--- src/rtl/core/ipv4hc_pkg.sv ---
package ipv4hc_pkg;

	localparam int unsigned HEADER_WORDS = 10;
	localparam logic [15:0] HEADER_BYTES = 16'(2 * HEADER_WORDS);

	localparam logic [31:0] BROADCAST_ADDR = 32'hFFFF_FFFF;
	localparam logic [31:0] OWN_ADDR_RESET = 32'hC0A8_0001;
	localparam int unsigned MORE_FRAG_BIT = 13;
	localparam logic [15:0] SUM_ALL_ONES = 16'hFFFF;
	localparam logic [15:0] SUM_ZERO = 16'h0000;

	// header word positions
	localparam logic [3:0] POS_IP_LEN = 4'd1;
	localparam logic [3:0] POS_ID = 4'd2;
	localparam logic [3:0] POS_FLAGS = 4'd3;
	localparam logic [3:0] POS_TTL = 4'd4;
	localparam logic [3:0] POS_DST_HI = 4'd8;
	localparam logic [3:0] POS_DST_LO = 4'd9;
	localparam logic [3:0] POS_MAX = 4'd15;

	typedef enum logic [1:0] {
		VERDICT_OK = 2'd0,
		VERDICT_BAD_DST = 2'd1,
		VERDICT_BAD_SUM = 2'd2,
		VERDICT_TTL_ZERO = 2'd3
	} verdict_t;

	typedef enum logic [1:0] {
		ACTION_DROP = 2'd0,
		ACTION_APPEND = 2'd1,
		ACTION_DELIVER = 2'd2
	} action_t;

	typedef struct packed {
		action_t action;
		verdict_t verdict;
	} result_user_t;

	typedef struct packed {
		logic [15:0] datagram_id;
		logic [15:0] datagram_length;
		logic [15:0] payload_length;
	} result_data_t;

endpackage

--- src/rtl/core/ipv4_header_check_and_reassembly.sv ---
// ipv4 header check and fragment length tracking
//
// s_axis: one 16-bit header word per transaction, network order, first word
// first; s_axis_tlast marks the final word of a header. every word is folded
// into a one's-complement sum and the length, id, flags, ttl and destination
// words are captured by position.
// m_axis: one result transaction per header, carrying the verdict and action
// in tuser and the payload length, datagram length and expected id in tdata.
// own_address_we/own_address_wdata write the accepted unicast destination;
// write it only while no header is in flight.
// throughput: one word per cycle, sustained while m_axis keeps up.
// the last word sits in the input register, then loads the result register
// that drives m_axis_tvalid, m_axis_tuser and m_axis_tdata.
// when m_axis_tready is low a finished result holds in the result register;
// further words are still taken until the next last word reaches the input
// register, which then waits for the result register to drain.
// reset: running length, expected id and the header accumulators clear, the
// own address returns to its reset value and no result is pending.
module ipv4_header_check_and_reassembly (
	input  logic        clk,
	input  logic        arst_n,
	input  logic        s_axis_tvalid,
	output logic        s_axis_tready,
	input  logic [15:0] s_axis_tdata,   // [15:0] header_word
	input  logic        s_axis_tlast,   // last_word
	output logic        m_axis_tvalid,
	input  logic        m_axis_tready,
	output logic [47:0] m_axis_tdata,   // [15:0] payload_length, [31:16] datagram_length,
	                                    // [47:32] datagram_id
	output logic [3:0]  m_axis_tuser,   // [1:0] verdict, [3:2] action
	input  logic        own_address_we,
	input  logic [31:0] own_address_wdata
);
	import ipv4hc_pkg::*;

	logic        valid_s1;
	logic [15:0] word_s1;
	logic        last_s1;
	logic        advance_s1;
	logic        fire_s1;

	logic [31:0] own_addr_q;
	logic [3:0]  word_idx_q;
	logic [15:0] ones_sum_q;
	logic [15:0] ip_len_q;
	logic [15:0] ident_q;
	logic [15:0] flags_q;
	logic [7:0]  ttl_q;
	logic [31:0] dst_q;
	logic [15:0] expected_id_q;
	logic [15:0] running_len_q;

	logic         m_valid_q;
	result_user_t m_user_q;
	result_data_t m_data_q;

	logic [16:0] sum_wide;
	logic [15:0] sum_nxt;
	logic [15:0] ip_len_nxt;
	logic [15:0] ident_nxt;
	logic [15:0] flags_nxt;
	logic [7:0]  ttl_nxt;
	logic [31:0] dst_nxt;
	logic [15:0] payload;
	logic [16:0] len_wide;
	logic [15:0] len_sat;
	logic        is_frag;
	verdict_t    verdict;
	action_t     action;
	logic [15:0] running_len_nxt;
	logic [15:0] expected_id_nxt;
	logic [15:0] dlen;

	// only a last word needs the result register to be free
	assign advance_s1 = !last_s1 || !m_valid_q || m_axis_tready;
	assign fire_s1 = valid_s1 && advance_s1;
	assign s_axis_tready = !valid_s1 || advance_s1;

	always_ff @(posedge clk or negedge arst_n) begin
		if (!arst_n) begin
			valid_s1 <= 1'b0;
		end else if (s_axis_tready) begin
			valid_s1 <= s_axis_tvalid;
		end
	end

	always_ff @(posedge clk) begin
		if (s_axis_tvalid && s_axis_tready) begin
			word_s1 <= s_axis_tdata;
			last_s1 <= s_axis_tlast;
		end
	end

	always_ff @(posedge clk or negedge arst_n) begin
		if (!arst_n) begin
			own_addr_q <= OWN_ADDR_RESET;
		end else if (own_address_we) begin
			own_addr_q <= own_address_wdata;
		end
	end

	always_comb begin
		sum_wide = {1'b0, ones_sum_q} + {1'b0, word_s1};
		// end-around carry
		sum_nxt = sum_wide[15:0] + {15'd0, sum_wide[16]};

		ip_len_nxt = ip_len_q;
		ident_nxt = ident_q;
		flags_nxt = flags_q;
		ttl_nxt = ttl_q;
		dst_nxt = dst_q;
		unique case (word_idx_q)
			POS_IP_LEN:    ip_len_nxt = word_s1;
			POS_ID:        ident_nxt = word_s1;
			POS_FLAGS:     flags_nxt = word_s1;
			POS_TTL:       ttl_nxt = word_s1[15:8];
			POS_DST_HI:    dst_nxt = {word_s1, dst_q[15:0]};
			POS_DST_LO:    dst_nxt = {dst_q[31:16], word_s1};
			default:       ;
		endcase

		payload = (ip_len_nxt >= HEADER_BYTES) ? (ip_len_nxt - HEADER_BYTES) : 16'd0;
		len_wide = {1'b0, running_len_q} + {1'b0, payload};
		len_sat = len_wide[16] ? 16'hFFFF : len_wide[15:0];

		priority if (dst_nxt != BROADCAST_ADDR && dst_nxt != own_addr_q) begin
			verdict = VERDICT_BAD_DST;
		end else if (sum_nxt != SUM_ALL_ONES && sum_nxt != SUM_ZERO) begin
			verdict = VERDICT_BAD_SUM;
		end else if (ttl_nxt == 8'd0) begin
			verdict = VERDICT_TTL_ZERO;
		end else begin
			verdict = VERDICT_OK;
		end

		is_frag = flags_nxt[MORE_FRAG_BIT] && (ident_nxt == expected_id_q);
		running_len_nxt = running_len_q;
		expected_id_nxt = expected_id_q;
		priority if (verdict != VERDICT_OK) begin
			action = ACTION_DROP;
			dlen = running_len_q;
		end else if (is_frag) begin
			action = ACTION_APPEND;
			running_len_nxt = len_sat;
			dlen = len_sat;
		end else begin
			action = ACTION_DELIVER;
			dlen = len_sat;
			running_len_nxt = 16'd0;
			expected_id_nxt = expected_id_q + 16'd1;
		end
	end

	always_ff @(posedge clk or negedge arst_n) begin
		if (!arst_n) begin
			word_idx_q <= '0;
			ones_sum_q <= '0;
			ip_len_q <= '0;
			ident_q <= '0;
			flags_q <= '0;
			ttl_q <= '0;
			dst_q <= '0;
			expected_id_q <= '0;
			running_len_q <= '0;
		end else if (fire_s1) begin
			if (last_s1) begin
				word_idx_q <= '0;
				ones_sum_q <= '0;
				ip_len_q <= '0;
				ident_q <= '0;
				flags_q <= '0;
				ttl_q <= '0;
				dst_q <= '0;
				expected_id_q <= expected_id_nxt;
				running_len_q <= running_len_nxt;
			end else begin
				if (word_idx_q != POS_MAX) begin
					word_idx_q <= word_idx_q + 4'd1;
				end
				ones_sum_q <= sum_nxt;
				ip_len_q <= ip_len_nxt;
				ident_q <= ident_nxt;
				flags_q <= flags_nxt;
				ttl_q <= ttl_nxt;
				dst_q <= dst_nxt;
			end
		end
	end

	always_ff @(posedge clk or negedge arst_n) begin
		if (!arst_n) begin
			m_valid_q <= 1'b0;
		end else if (fire_s1 && last_s1) begin
			m_valid_q <= 1'b1;
		end else if (m_axis_tready) begin
			m_valid_q <= 1'b0;
		end
	end

	always_ff @(posedge clk) begin
		if (fire_s1 && last_s1) begin
			m_user_q.verdict <= verdict;
			m_user_q.action <= action;
			m_data_q.payload_length <= payload;
			m_data_q.datagram_length <= dlen;
			m_data_q.datagram_id <= expected_id_q;
		end
	end

	assign m_axis_tvalid = m_valid_q;
	assign m_axis_tuser = m_user_q;
	assign m_axis_tdata = m_data_q;

`ifndef SYNTHESIS
	a_drop_matches_verdict: assert property (@(posedge clk) disable iff (!arst_n)
		m_valid_q |-> ((m_user_q.verdict == VERDICT_OK) == (m_user_q.action != ACTION_DROP)))
		else $error("action disagrees with verdict");

	a_header_cleared: assert property (@(posedge clk) disable iff (!arst_n)
		(fire_s1 && last_s1) |=> (word_idx_q == 4'd0 && ones_sum_q == 16'd0 && dst_q == 32'd0))
		else $error("header state not cleared after last word");

	a_index_advances: assert property (@(posedge clk) disable iff (!arst_n)
		(fire_s1 && !last_s1) |=> (word_idx_q != 4'd0))
		else $error("word index did not advance");

	a_payload_bound: assert property (@(posedge clk) disable iff (!arst_n)
		m_valid_q |-> (m_data_q.payload_length <= (16'hFFFF - HEADER_BYTES)))
		else $error("payload length out of range");

	a_no_overwrite: assert property (@(posedge clk) disable iff (!arst_n)
		(fire_s1 && last_s1) |-> (!m_valid_q || m_axis_tready))
		else $error("result register overwritten while stalled");
`endif

endmodule
--- config.mk ---
export PLATFORM = sky130hd
export DESIGN_NAME = ipv4_header_check_and_reassembly
export DESIGN_NICKNAME = d
export VERILOG_FILES = /design/src/rtl/core/ipv4hc_pkg.sv /design/src/rtl/core/ipv4_header_check_and_reassembly.sv
export SDC_FILE = /design/constraint.sdc
export NUM_CORES = 1
export LEC_CHECK = 0
export BUFFER_PORTS_ARGS = -buffer_cell sky130_fd_sc_hd__buf_4
export CORE_MARGIN = 1
export CORE_UTILIZATION = 60
export DETAILED_ROUTE_END_ITERATION = 10
export GPL_TIMING_DRIVEN = 0
export PLACE_DENSITY_LB_ADDON = 0.3
export SLEW_MARGIN = 20
export SYNTH_ARGS = -nofsm -noshare
export SYNTH_HDL_FRONTEND = slang
export SYNTH_SLANG_ARGS = --single-unit
--- constraint.sdc ---
create_clock -name clk -period 11 [get_ports clk]
set_clock_uncertainty 0.1 [all_clocks]
set_input_delay 0 -clock clk [delete_from_list [all_inputs] [get_ports clk]]
set_output_delay 0 -clock clk [all_outputs]
set_load 0.01 [all_outputs]
Word level (Yosys, flattened, before mapping):

Cells that the tools add are included.
Widths: inputs -> output; s select.

* bitwise logic cells: 2
* equal/unequal tests: 11
* order comparisons: 1
* muxes and demuxes: 23
* add/sub/neg operators: 6
* reductions and logical operators: 20

Operators by type and width (number)
* $mux 16: 9
* $pmux 32 s2: 1
* $add 16x16->17: 2
* $mux 32: 1
* $ne 32x32->1: 1
* $ne 32x32->1 const B: 1
* $mux 14: 2
* $add 16x1->16: 1
* $add 16x1->16 const B: 1
* $eq 16x16->1: 1
* $ge 16x5->1 const B: 1
* $mux 8: 2
* $ne 16x16->1 const B: 1
* $reduce_bool 16->1: 1
* $sub 16x5->16 const B: 1
* $eq 4x2->1 const B: 2
* $eq 4x4->1 const B: 2
* $logic_not 8->1: 1
* $mux 2: 4
* $mux 4: 2
* $logic_and 1x1->1: 6
* $reduce_bool 2->1: 3
* $add 4x1->4 const B: 1
* $eq 4x1->1 const B: 1
* 9 further kinds: 15

* logic and storage cells: 82
* input port bits: 54
* bits in registers: 228
* output and inout bits: 54

Logic depth before layout (Yosys ltp):

Gate-level depths: netlist of run 1.

* depth in word-level cells: 9
* gate-level depth with buffers: 27
* mapped depth without buffers: 25

Worst setup path before layout of run 1:

OpenSTA, ideal clock, no wires.

* path type: reg2reg
* start: reg word_idx_q[1]
* end: reg m_data_q (netlist bit m_axis_tdata[26]), data pin
* cell stages (with the launch flop): 26
* period minus slack after synthesis: 5700 ps
* path buffers: 5
* data arrival time: 5340 ps
* path slack: 5300 ps
* cell sequence: dfrtp_1 -> inv_1 -> ha_1 -> clkbuf_1 -> and2_1 -> clkbuf_1 -> buf_1 -> mux2i_1 -> nand2_1 -> a311oi_1 -> and2_1 -> clkbuf_1 -> nor2_1 -> ha_1 -> a21o_1 -> a21oi_1 -> nand2b_1 -> a211oi_1 -> nor3_1 -> o41a_1 -> nor2b_1 -> o21ai_0 -> nand2b_1 -> clkbuf_1 -> or2_2 -> mux2_4

* elaborated cells between the ends (all ways): 21
* those cells by class: 2 x add/sub; 1 x order compare; 6 x eq/ne; 9 x mux; 3 x reduce/logical

RTL lines
* start, declared: RTL line ipv4_header_check_and_reassembly.sv:43 `logic [3:0] word_idx_q;`
* start signal, assigned: RTL line ipv4_header_check_and_reassembly.sv:178 `word_idx_q <= word_idx_q + 4'd1;`
* $eq 4x1->1 (*): RTL line ipv4_header_check_and_reassembly.sv:112 `unique case (word_idx_q)`
* $mux 16 (*): RTL line ipv4_header_check_and_reassembly.sv:112
* $sub 16x5->16 / $ge 16x5->1 (equally long branches): RTL line ipv4_header_check_and_reassembly.sv:122 `payload = (ip_len_nxt >= HEADER_BYTES) ? (ip_len_nxt - HEADER_BYTES) : 16'd0;`
* $mux 16 (*): RTL line ipv4_header_check_and_reassembly.sv:122
* named net payload[2]: RTL line ipv4_header_check_and_reassembly.sv:64 `logic [15:0] payload;`
* $add 16x16->17 (*): RTL line ipv4_header_check_and_reassembly.sv:123 `len_wide = {1'b0, running_len_q} + {1'b0, payload};`
* $mux 16 (*): RTL line ipv4_header_check_and_reassembly.sv:124 `len_sat = len_wide[16] ? 16'hFFFF : len_wide[15:0];`
* $mux 16 (*): RTL line ipv4_header_check_and_reassembly.sv:139 `priority if (verdict != VERDICT_OK) begin`
* named net dlen[10]: RTL line ipv4_header_check_and_reassembly.sv:72 `logic [15:0] dlen;`
* end, declared: RTL line ipv4_header_check_and_reassembly.sv:55 `result_data_t m_data_q;`

The timed path passes the listed nets; every way through them passes the cells marked *.
A chain may end at the register's enable or synchronous reset.

Worst setup path after layout of run 1:

* start: reg word_idx_q[1]
* end: reg running_len_q[1]

* elaborated cells between the ends (all ways): 29
* those cells by class: 2 x add/sub; 1 x order compare; 9 x eq/ne; 11 x mux; 1 x bitwise; 5 x reduce/logical

RTL lines
* $eq 4x1->1 (*): RTL line ipv4_header_check_and_reassembly.sv:112
* $mux 16 (*): RTL line ipv4_header_check_and_reassembly.sv:112
* $sub 16x5->16 / $ge 16x5->1 (equally long branches): RTL line ipv4_header_check_and_reassembly.sv:122
* $mux 16 (*): RTL line ipv4_header_check_and_reassembly.sv:122
* named net payload[2]: RTL line ipv4_header_check_and_reassembly.sv:64
* $add 16x16->17 (*): RTL line ipv4_header_check_and_reassembly.sv:123
* $mux 16 (*): RTL line ipv4_header_check_and_reassembly.sv:124
* $mux 16 (*): RTL line ipv4_header_check_and_reassembly.sv:142 `end else if (is_frag) begin`
* end signal, assigned: RTL line ipv4_header_check_and_reassembly.sv:175 `running_len_q <= running_len_nxt;`
* end, declared: RTL line ipv4_header_check_and_reassembly.sv:51 `logic [15:0] running_len_q;`

The timed path passes the listed nets; every way through them passes the cells marked *. The select of a mux whose other input is x is not followed.

==> run summary, run 1 <==
Status = complete, no violations
First-pass GRT wire length = 53,120 microns
Synthesized cell area = 0.01282 sq mm
# setup viols final = 0
Sequential power share = 34.1%
DIE AREA = 0.02196 sq mm
Startpoint types = flip-flop
Post-Layout Cell Count = 1,691
Gpl congestion = 0.9041
CTS Buffer Depth = 3
Worst path required time = 11.36 ns
Sw Pwr = 1.077 mW
Initial Utilization = 61.18%
HPWL after detailed placement = 22,700 microns
Fin. Hold Viols = 0
Detailed Route Iter0 Violations = 920
Final slew viol count = 0
Internal power = 1.924 mW
Synth top area cells = dfrtp_1 30%, edfxtp_1 16%, xor2_1 4.2%, ha_1 4.0%, mux2_2 4.0%
Crit share post-route = 64.56%
Proportion of power drawn by the clock network = 26.5%
Die extent in y = 148.2 microns
Max VDD drop = 0.0001854 V
Multi-input logic area = 0.006435 sq mm
Syn Nets = 1,302
CP Capture Point = running_len_q[1]$_DFFE_PN0P_
Vias in the first global route = 10.27k
Cells after Synth = 1,205
Worst Path Arrival = 7.47 ns
Final instance area = 0.01537 sq mm
Die span in x = 148.2 microns
Worst min path class = in2reg
Tightest Pin Transition = 0.8375 ns
CTS tree = built
Number of synthesized register bits = 228
Reg-to-reg setup timing slack = 3.90 ns
Top FF cell, synth = dfrtp_1
Number of diodes = 0
Logic pwr share = 39.4%
FF/Latch Area = 0.006058 sq mm
CTS Buf Count = 25
Cell mode on critical path = clkbuf_1
Async SR Flop Fraction = 69.74%
Initial antenna violation count = 0
Clock transition at path regs = 0.06 ns
Minimum clock period = 7.101 ns
F_max = 140.8 MHz
Critical R2R Launch = word_idx_q[1]$_DFFE_PN0P_
Slowest-stage cell, CP = mux2i_1
Placed cells = 1,588
Setup crit end kind = flip-flop
Crit Path Category = reg2reg
Top-area cell type share of the netlist area = 29.86%
Number of clock sinks = 228
Fill cells = 1,530
RSZ-0062 raised after global routing = no
P&R area growth vs syn = 19.88%
Nets = 1,494
Sw Share = 35.89%
Final Util = 73.35%
Routed length per placed instance = 19.85 microns
Port Buffers = 106
Total number of vias = 10.33k
Cell depth of the worst setup path = 26
R2r worst-path depth = 26
Setup crit start = word_idx_q[1]$_DFFE_PN0P_
Pin count of the biggest net entering global routing = 92
GRT Residual Overflow = 0
Delay-heaviest family, CP = buffers and inverters
# rows = 53
Root Buffer = clkbuf_16
Vias per inst = 6.111
Synth unique cells = 88
Final wirelength = 33,570 microns
EDFF count, synth = 69
Sequential share of the synthesized area = 47.25%
Cell taking the most area after synthesis = dfrtp_1
Synth Area per Inst = 10.64 sq um
Core box area = 0.02096 sq mm
PD cells = 195.3 mW/mm^2
Layout cells sized above 1 = 18.15%
Yosys Warn Count = 0
H-Tree Depth = 1
R2R Path End = running_len_q[1]$_DFFE_PN0P_
CP peak stage delay = 0.52 ns
Final TNS setup = 0 ns
Worst Path Max Fanout = 10
Max Cap Viol = 0
First-pass iteration count of the detailed router = 8
DR DRC count = 0
Top Ports = 108
GRT Overall Usage = 30.93%
Worst hold margin = 0.09160 ns
Crit path buf inv count = 6
Relative slew slack = 43.57%
Post-DRT Antenna Nets = 0
Skew-Pair Late Insertion Delay = 0.53 ns
LEAKAGE = 6.553 nW
Area after DPL = 0.01402 sq mm
-- power groups by stage --
stage / logic, mW / registers (mW) / clock network, mW
after floorplan: 0.884 / 1.03 / 0
after global placement: 1.10 / 1.03 / 0
after detailed placement: 1.14 / 1.04 / 0
after CTS: 1.17 / 1.02 / 0.800
after global routing: 1.30 / 1.03 / 0.835
final: 1.18 / 1.02 / 0.794
-- registers in the layout, indices dropped and copies added (netlist names), 8 cells and up --
| signal | flops |
|---|---|
| running_len_q | 16 |
| m_axis_tdata | 48 |
| ip_len_q | 16 |
| word_s1 | 16 |
| ident_q | 16 |
| ttl_q | 8 |
| own_addr_q | 32 |
| expected_id_q | 16 |
| ones_sum_q | 16 |
| dst_q | 32 |
-- cell usage after synthesis (11+ instances only) --
cell      number
or2_2         12
nand3_1       27
a21o_1        15
nand2b_1      36
mux2_2        45
nand4_1       14
nor3_1        20
edfxtp_1      69
dfrtp_1      153
xor2_1        61
a22o_1        12
a21oi_1       31
clkbuf_1      42
ha_1          41
nand2_1      131
mux2_4        17
nor2b_1       17
xnor2_1       37
nor4_1        17
nor2_1        57
mux2i_1       32
a22oi_1       35
and3_1        11
inv_1         29
o21ai_0       98
-- cell families after synthesis --
family	count (synthesis)	synth area share, %
buffers and inverters	82	2.557
and+or+nand+nor	389	15.88
AOI/OAI and AO/OA	266	14.21
xor gates and xnor gates	102	7.261
muxes	95	8.529
DFF	228	47.25
adders and majority gates	43	4.313
-- what timing repair did --
| item | 4_1_cts | 5_1_grt |
|---|---|---|
| buffers inserted | 0 | 0 |
| hold endpoints to repair | 204 | 0 |
| hold buffers | 57 | 0 |
| setup endpoints to repair | 0 | 0 |
| gates resized for setup | 0 | 0 |
-- final cells by class --
cell class	instances	share of cell area (%)
plain buffers	53	1.449
multi-input cells	895	41.87
clock inverters	7	0.4152
clock buffers	39	4.543
repair buffers	165	9.362
inverters	29	0.7082
well taps	275	2.239
flip-flops and latches	228	39.42
-- routing by layer --
layer,GRT usage (%),vias to the layer above,routed length [microns]
met5,0,-,0
met4,13.56,0,1547
met3,4.202,115,2149
met2,52.35,437,16340
met1,39.85,5010,13530
li1,-,4771,-
-- worst min path at each step --
stage / startpoint / end / slack, ns / depth (start not counted)
finish: s_axis_tdata[3] / word_s1[3]$_DFFE_PP_ / 0.09 / 2
global route: s_axis_tdata[3] / word_s1[3]$_DFFE_PP_ / 0.09 / 2
CTS: s_axis_tdata[7] / word_s1[7]$_DFFE_PP_ / 0.07 / 2
detailed placement: arst_n / expected_id_q[1]$_DFFE_PN0P_ / -0.11 / 1
global placement: s_axis_tdata[6] / word_s1[6]$_DFFE_PP_ / 0.08 / 1
floorplan: arst_n / dst_q[0]$_DFFE_PN0P_ / -0.40 / 0
-- cells in the final DEF (no fill, tap or decap), types with 12 or more instances in the layout --
| master | synthesis | routed |
|---|---|---|
| dfrtp_1 | 153 | 153 |
| nand2_1 | 131 | 131 |
| buf_4 | 0 | 105 |
| o21ai_0 | 98 | 98 |
| edfxtp_1 | 69 | 69 |
| xor2_1 | 61 | 61 |
| nor2_1 | 57 | 57 |
| dlygate4sd3_1 | 0 | 56 |
| clkbuf_1 | 42 | 53 |
| mux2_2 | 45 | 45 |
| ha_1 | 41 | 41 |
| xnor2_1 | 37 | 37 |
| nand2b_1 | 36 | 36 |
| a22oi_1 | 35 | 35 |
| mux2i_1 | 32 | 32 |
| a21oi_1 | 31 | 31 |
| inv_1 | 29 | 29 |
| nand3_1 | 27 | 27 |
| clkbuf_16 | 0 | 25 |
| nor3_1 | 20 | 20 |
| nor4_1 | 17 | 17 |
| nor2b_1 | 17 | 17 |
| mux2_4 | 17 | 17 |
| a21o_1 | 15 | 15 |
| nand4_1 | 14 | 14 |
| or2_2 | 12 | 12 |
| a22o_1 | 12 | 12 |
-- stage by stage --
stage	setup slack, ns	power (mW)
global route	3.269	3.168
detailed placement	4.117	2.179
global placement	4.235	2.138
CTS	4.009	2.989
finish	3.899	3.001
floorplan	5.300	1.910
No activity file was read; power rests on OpenSTA's default activity.
==> run 2: changes to the inputs <==
--- a/config.mk
+++ b/config.mk
@@ -7,7 +7,7 @@
 export LEC_CHECK = 0
 export BUFFER_PORTS_ARGS = -buffer_cell sky130_fd_sc_hd__buf_4
 export CORE_MARGIN = 1
-export CORE_UTILIZATION = 60
+export CORE_UTILIZATION = 55
 export DETAILED_ROUTE_END_ITERATION = 10
 export GPL_TIMING_DRIVEN = 0
 export PLACE_DENSITY_LB_ADDON = 0.3
==> constraint.sdc (replaced) <==
create_clock -name clk -period 6.2 [get_ports clk]
set_clock_uncertainty 0.1 [all_clocks]
set_input_delay 0 -clock clk [delete_from_list [all_inputs] [get_ports clk]]
set_output_delay 0 -clock clk [all_outputs]
set_load 0.01 [all_outputs]
==> run summary, run 2 (same netlist as run 1, synthesis figures left out) <==
Status = complete, no violations
First-pass iteration count of the detailed router = 6
Minimum clock period = 5.981 ns
Pre-CTS setup slack = -0.6992 ns
Root Buffer = clkbuf_16
Max VDD drop = 0.0002830 V
PD cells = 347.1 mW/mm^2
Port Buffers = 106
Total number of vias = 10.35k
Proportion of power drawn by the clock network = 26.7%
Area after DPL = 0.01407 sq mm
Pin count of the biggest net entering global routing = 97
Crit Path Category = reg2reg
Vias in the first global route = 10.06k
Worst Slack Setup Final = 0.2187 ns
P&R area growth vs syn = 22.32%
# rows = 55
FF/Latch Area = 0.006058 sq mm
R2r worst-path depth = 21
Die span in x = 154.7 microns
Internal power = 3.491 mW
Top Ports = 108
Tightest Pin Transition = 0.8776 ns
Initial antenna violation count = 0
Layout cells sized above 1 = 20.39%
Sw Share = 35.87%
Fin. Hold Viols = 0
Gpl congestion = 0.8925
Skew-Pair Late Insertion Delay = 0.54 ns
Detailed Route Iter0 Violations = 850
Max Cap Viol = 0
Worst min path class = in2reg
Worst Path Max Fanout = 10
Number of diodes = 0
Hold depth = 2
Relative slew slack = 40.88%
CP peak stage delay = 0.66 ns
Sequential power share = 33.3%
Setup crit end kind = flip-flop
Initial Utilization = 56.29%
Max reg flops = 48
Routed length per placed instance = 19.21 microns
# setup viols final = 0
Core box area = 0.02278 sq mm
Sw Pwr = 1.953 mW
First-pass GRT wire length = 52,660 microns
Logic pwr share = 40.0%
Final instance area = 0.01568 sq mm
GRT Overall Usage = 27.89%
DIE AREA = 0.02393 sq mm
Cell depth of the worst setup path = 21
Startpoint types = flip-flop
CTS tree = built
Worst hold margin = 0.08469 ns
Fill cells = 1,664
Worst Path Arrival = 6.29 ns
Worst path required time = 6.51 ns
F_max = 167.2 MHz
Number of clock sinks = 228
DR DRC count = 0
Crit share post-route = 96.47%
Clock transition at path regs = 0.06 ns
Most common cell after layout, fill and taps aside = dfrtp_1
HPWL after detailed placement = 22,500 microns
H-Tree Depth = 1
Final slew viol count = 0
Crit path buf inv count = 2
Multi-input logic area = 0.006559 sq mm
Final wirelength = 33,430 microns
Delay-heaviest family, CP = simple AND/OR/NAND/NOR gates
Most frequent cells in the layout = 153 x dfrtp_1, 131 x nand2_1, 119 x buf_4
GRT Residual Overflow = 0
Nets = 1,505
Post-DRT Antenna Nets = 0
Slowest-stage cell, CP = edfxtp_1
Worst-path cell chain = ha_1 > nor4_2 > a22oi_4 > a221oi_4 > o21bai_1 > a21oi_1 > nor2_1 > o21ai_0 > nand2b_1 > ha_1 > and3_1 > and3_1 > buf_2 > nor4b_4 > or2_2 > o32a_1 > nand4b_1 > nor4_2 > o2111ai_2 > buf_6 > mux2_4
CTS Buffer Depth = 3
Vias per inst = 5.949
LEAKAGE = 6.655 nW
Die extent in y = 154.7 microns
CTS Buf Count = 25
## run 2: power groups by stage
| stage | combinational (mW) | clock, mW | sequential [mW] |
|---|---|---|---|
| floorplan | 1.57 | 0 | 1.82 |
| global placement | 1.96 | 0 | 1.84 |
| detailed placement | 2.02 | 0 | 1.84 |
| global route | 2.39 | 1.53 | 1.82 |
| finish | 2.18 | 1.46 | 1.81 |
| CTS | 2.08 | 1.47 | 1.81 |
## run 2: final cells by class
type	instances	area share (%)
sequential	228	38.63
inverter	29	0.6941
multi-input combinational	895	41.82
timing repair buffer	178	9.845
clock buffer	34	4.332
clock inverter	12	0.7500
buffer	51	1.428
tap	313	2.497
## run 2: final timing paths
path / startpoint / end / slack, ns
min: s_axis_tlast / last_s1$_DFFE_PP_ / 0.08
max reg2reg: word_s1[7]$_DFFE_PP_ / running_len_q[11]$_DFFE_PN0P_ / 0.22
min in group asynchronous: arst_n / expected_id_q[1]$_DFFE_PN0P_ / 0.50
max in group asynchronous: arst_n / own_addr_q[19]$_DFFE_PN1P_ / 5.01
min reg2reg: expected_id_q[9]$_DFFE_PN0P_ / m_axis_tdata[41]$_DFFE_PP_ / 0.34
max: word_s1[7]$_DFFE_PP_ / running_len_q[11]$_DFFE_PN0P_ / 0.22
## run 2: per-stage QoR
stage / util, % / instances / TNS (ns) / power [mW]
2_1_floorplan: - / 1205 / 0 / 3.388
3_3_place_gp: 61.50 / 1624 / -13.71 / 3.799
3_5_place_dp: 61.79 / 1626 / -16.52 / 3.862
4_1_cts: 68.03 / 1728 / 0 / 5.364
5_1_grt: 68.85 / 1740 / -0.1263 / 5.740
6_report: 68.85 / 1740 / 0 / 5.444
## run 2: routing by layer
metal  GRT usage (%)  routed length (microns)
met5               0                        0
met4           10.23                     1202
met3           4.315                     2249
met2           46.09                    16190
met1           37.28                    13780
## run 2: timing repair
action,4_1_cts,5_1_grt
resized for setup,10,21
hold endpoints to repair,204,0
buffers inserted,1,12
cloned,0,0
hold buffers,57,0
setup endpoints to repair,32,42
pin swaps,0,4
==> run 3: changes to the inputs <==
==> constraint.sdc (replaced) <==
create_clock -name clk -period 4.96 [get_ports clk]
set_clock_uncertainty 0.1 [all_clocks]
set_input_delay 0 -clock clk [delete_from_list [all_inputs] [get_ports clk]]
set_output_delay 0 -clock clk [all_outputs]
set_load 0.01 [all_outputs]
==> run summary, run 3 (same netlist as run 1, synthesis figures left out) <==
Top Ports = 108
Worst Slack Setup Final = -0.4757 ns
Final wirelength = 35,500 microns
Most frequent cells in the layout = 158 x buf_4, 153 x dfrtp_1, 131 x nand2_1
Gpl congestion = 0.9054
Post-DRT Antenna Nets = 0
Port Buffers = 106
CTS tree = built
Minimum clock period = 5.436 ns
Die span in x = 154.7 microns
Crit share post-route = 109.6%
Relative slew slack = 30.96%
Area after DPL = 0.01425 sq mm
GRT Residual Overflow = 0
Clock transition at path regs = 0.06 ns
Most common cell after layout, fill and taps aside = buf_4
Vias per inst = 5.945
Crit path buf inv count = 2
Max VDD drop = 0.0003517 V
Worst Path Max Fanout = 6
Total number of vias = 10.65k
Status = finished, violations left
DIE AREA = 0.02393 sq mm
Number of diodes = 0
Worst min path class = in2reg
CP peak stage delay = 0.52 ns
Final instance area = 0.01665 sq mm
Core box area = 0.02278 sq mm
PD cells = 440.5 mW/mm^2
LEAKAGE = 7.112 nW
Initial antenna violation count = 0
Max Cap Viol = 0
Fill cells = 1,520
Vias in the first global route = 10.46k
Root Buffer = clkbuf_16
Die extent in y = 154.7 microns
Fin. Hold Viols = 0
Worst path required time = 5.15 ns
Pin count of the biggest net entering global routing = 96
Startpoint types = flip-flop
Crit Path Category = reg2reg
Final TNS setup = -16.37 ns
Final slew viol count = 0
Slowest-stage cell, CP = or4_1
RSZ-0062 raised after global routing = yes
First-pass GRT wire length = 55,220 microns
Worst-path cell chain = ha_1 > o21ai_1 > a21o_4 > a22oi_4 > a221oi_4 > o21bai_1 > a21oi_1 > nor2_1 > o21ai_1 > nand2b_1 > ha_4 > ha_4 > buf_4 > or4_1 > a211o_1 > nor2_1 > nand3b_1 > nor4_2 > mux2i_2 > nand2b_4 > buf_12 > mux2_4
Overall power = 7.337 mW
Skew-Pair Late Insertion Delay = 0.54 ns
CTS Buf Count = 26
CTS Buffer Depth = 3
Worst hold margin = 0.08154 ns
# setup viols final = 50
Detailed Route Iter0 Violations = 839
HPWL after detailed placement = 22,780 microns
GRT Overall Usage = 29.58%
Routed length per placed instance = 19.82 microns
Max reg flops = 48
Pre-CTS setup slack = -1.163 ns
Nets = 1,555
Number of clock sinks = 228
Failing checks = negative setup slack
Delay-heaviest family, CP = simple AND/OR/NAND/NOR gates
Initial Utilization = 56.29%
# rows = 55
First-pass iteration count of the detailed router = 6
H-Tree Depth = 1
F_max = 184.0 MHz
Worst Path Arrival = 5.62 ns
P&R area growth vs syn = 29.90%
Layout cells sized above 1 = 26.93%
Tightest Pin Transition = 1.025 ns
Setup crit end kind = flip-flop
DR DRC count = 0
run 3: cell count changes in the layout (fill, tap and decap cells not counted), sizes merged:
cell | previous run | this run
buf | 133 | 181
clkinv | 7 | 11
inv | 30 | 29
run 3: cell type report:
cell class              count  area, sq um  share of cell area (%)
multi-input cells         895         6972                   41.86
plain buffers              51        280.3                   1.683
inverters                  29        108.9                  0.6536
clock inverters            15        128.9                  0.7738
repair buffers            227         1977                   11.87
well taps                 313        391.6                   2.351
flip-flops and latches    228         6058                   36.38
clock buffers              33        738.2                   4.432
run 3: path summary, 6_finish.rpt:
check                                                  start                      endpoint  slack (ns)  depth (start not counted)
worst max register to register          word_s1[4]$_DFFE_PP_    m_axis_tdata[24]$_DFFE_PP_       -0.48                         22
worst max-delay path                    word_s1[4]$_DFFE_PP_    m_axis_tdata[24]$_DFFE_PP_       -0.48                         22
worst min-delay path                        s_axis_tdata[10]         word_s1[10]$_DFFE_PP_        0.08                          2
min in group asynchronous                             arst_n  expected_id_q[1]$_DFFE_PN0P_        0.48                          4
max in group asynchronous                             arst_n    own_addr_q[31]$_DFFE_PN1P_        3.81                          4
worst min register to register  expected_id_q[9]$_DFFE_PN0P_    m_axis_tdata[41]$_DFFE_PP_        0.35                          0
run 3: repair_timing:
action                                  4_1_cts  5_1_grt
hold endpoints to repair                    204        0
endpoints found under the setup margin       52       52
gates cloned                                  2        1
buffers inserted                             41       20
pin swaps                                    31       34
hold buffers                                 57        0
resized for setup                            70       31
run 3: routing by layer:
layer	GRT usage (%)	vias to the layer above	part of all wire, %	routed length, microns
li1	-	4915	-	-
met1	37.90	5154	40	14280
met2	50.51	454	49	17450
met3	3.727	124	6.2	2192
met4	13.01	0	4.4	1578
met5	0	-	0	0
run 3: power by group:
part           internal [mW]  switching [mW]  leakage (nW)
clock                   1.15           0.787         0.426
sequential              2.14           0.125          2.75
combinational           1.39            1.74          3.94
total                   4.69            2.65          7.11
run 3: through the flow:
stage | util, % | cells
floorplan | - | 1205
global placement | 62.31 | 1624
detailed placement | 62.57 | 1626
CTS | 71.89 | 1774
global route | 73.12 | 1791
finish | 73.12 | 1791
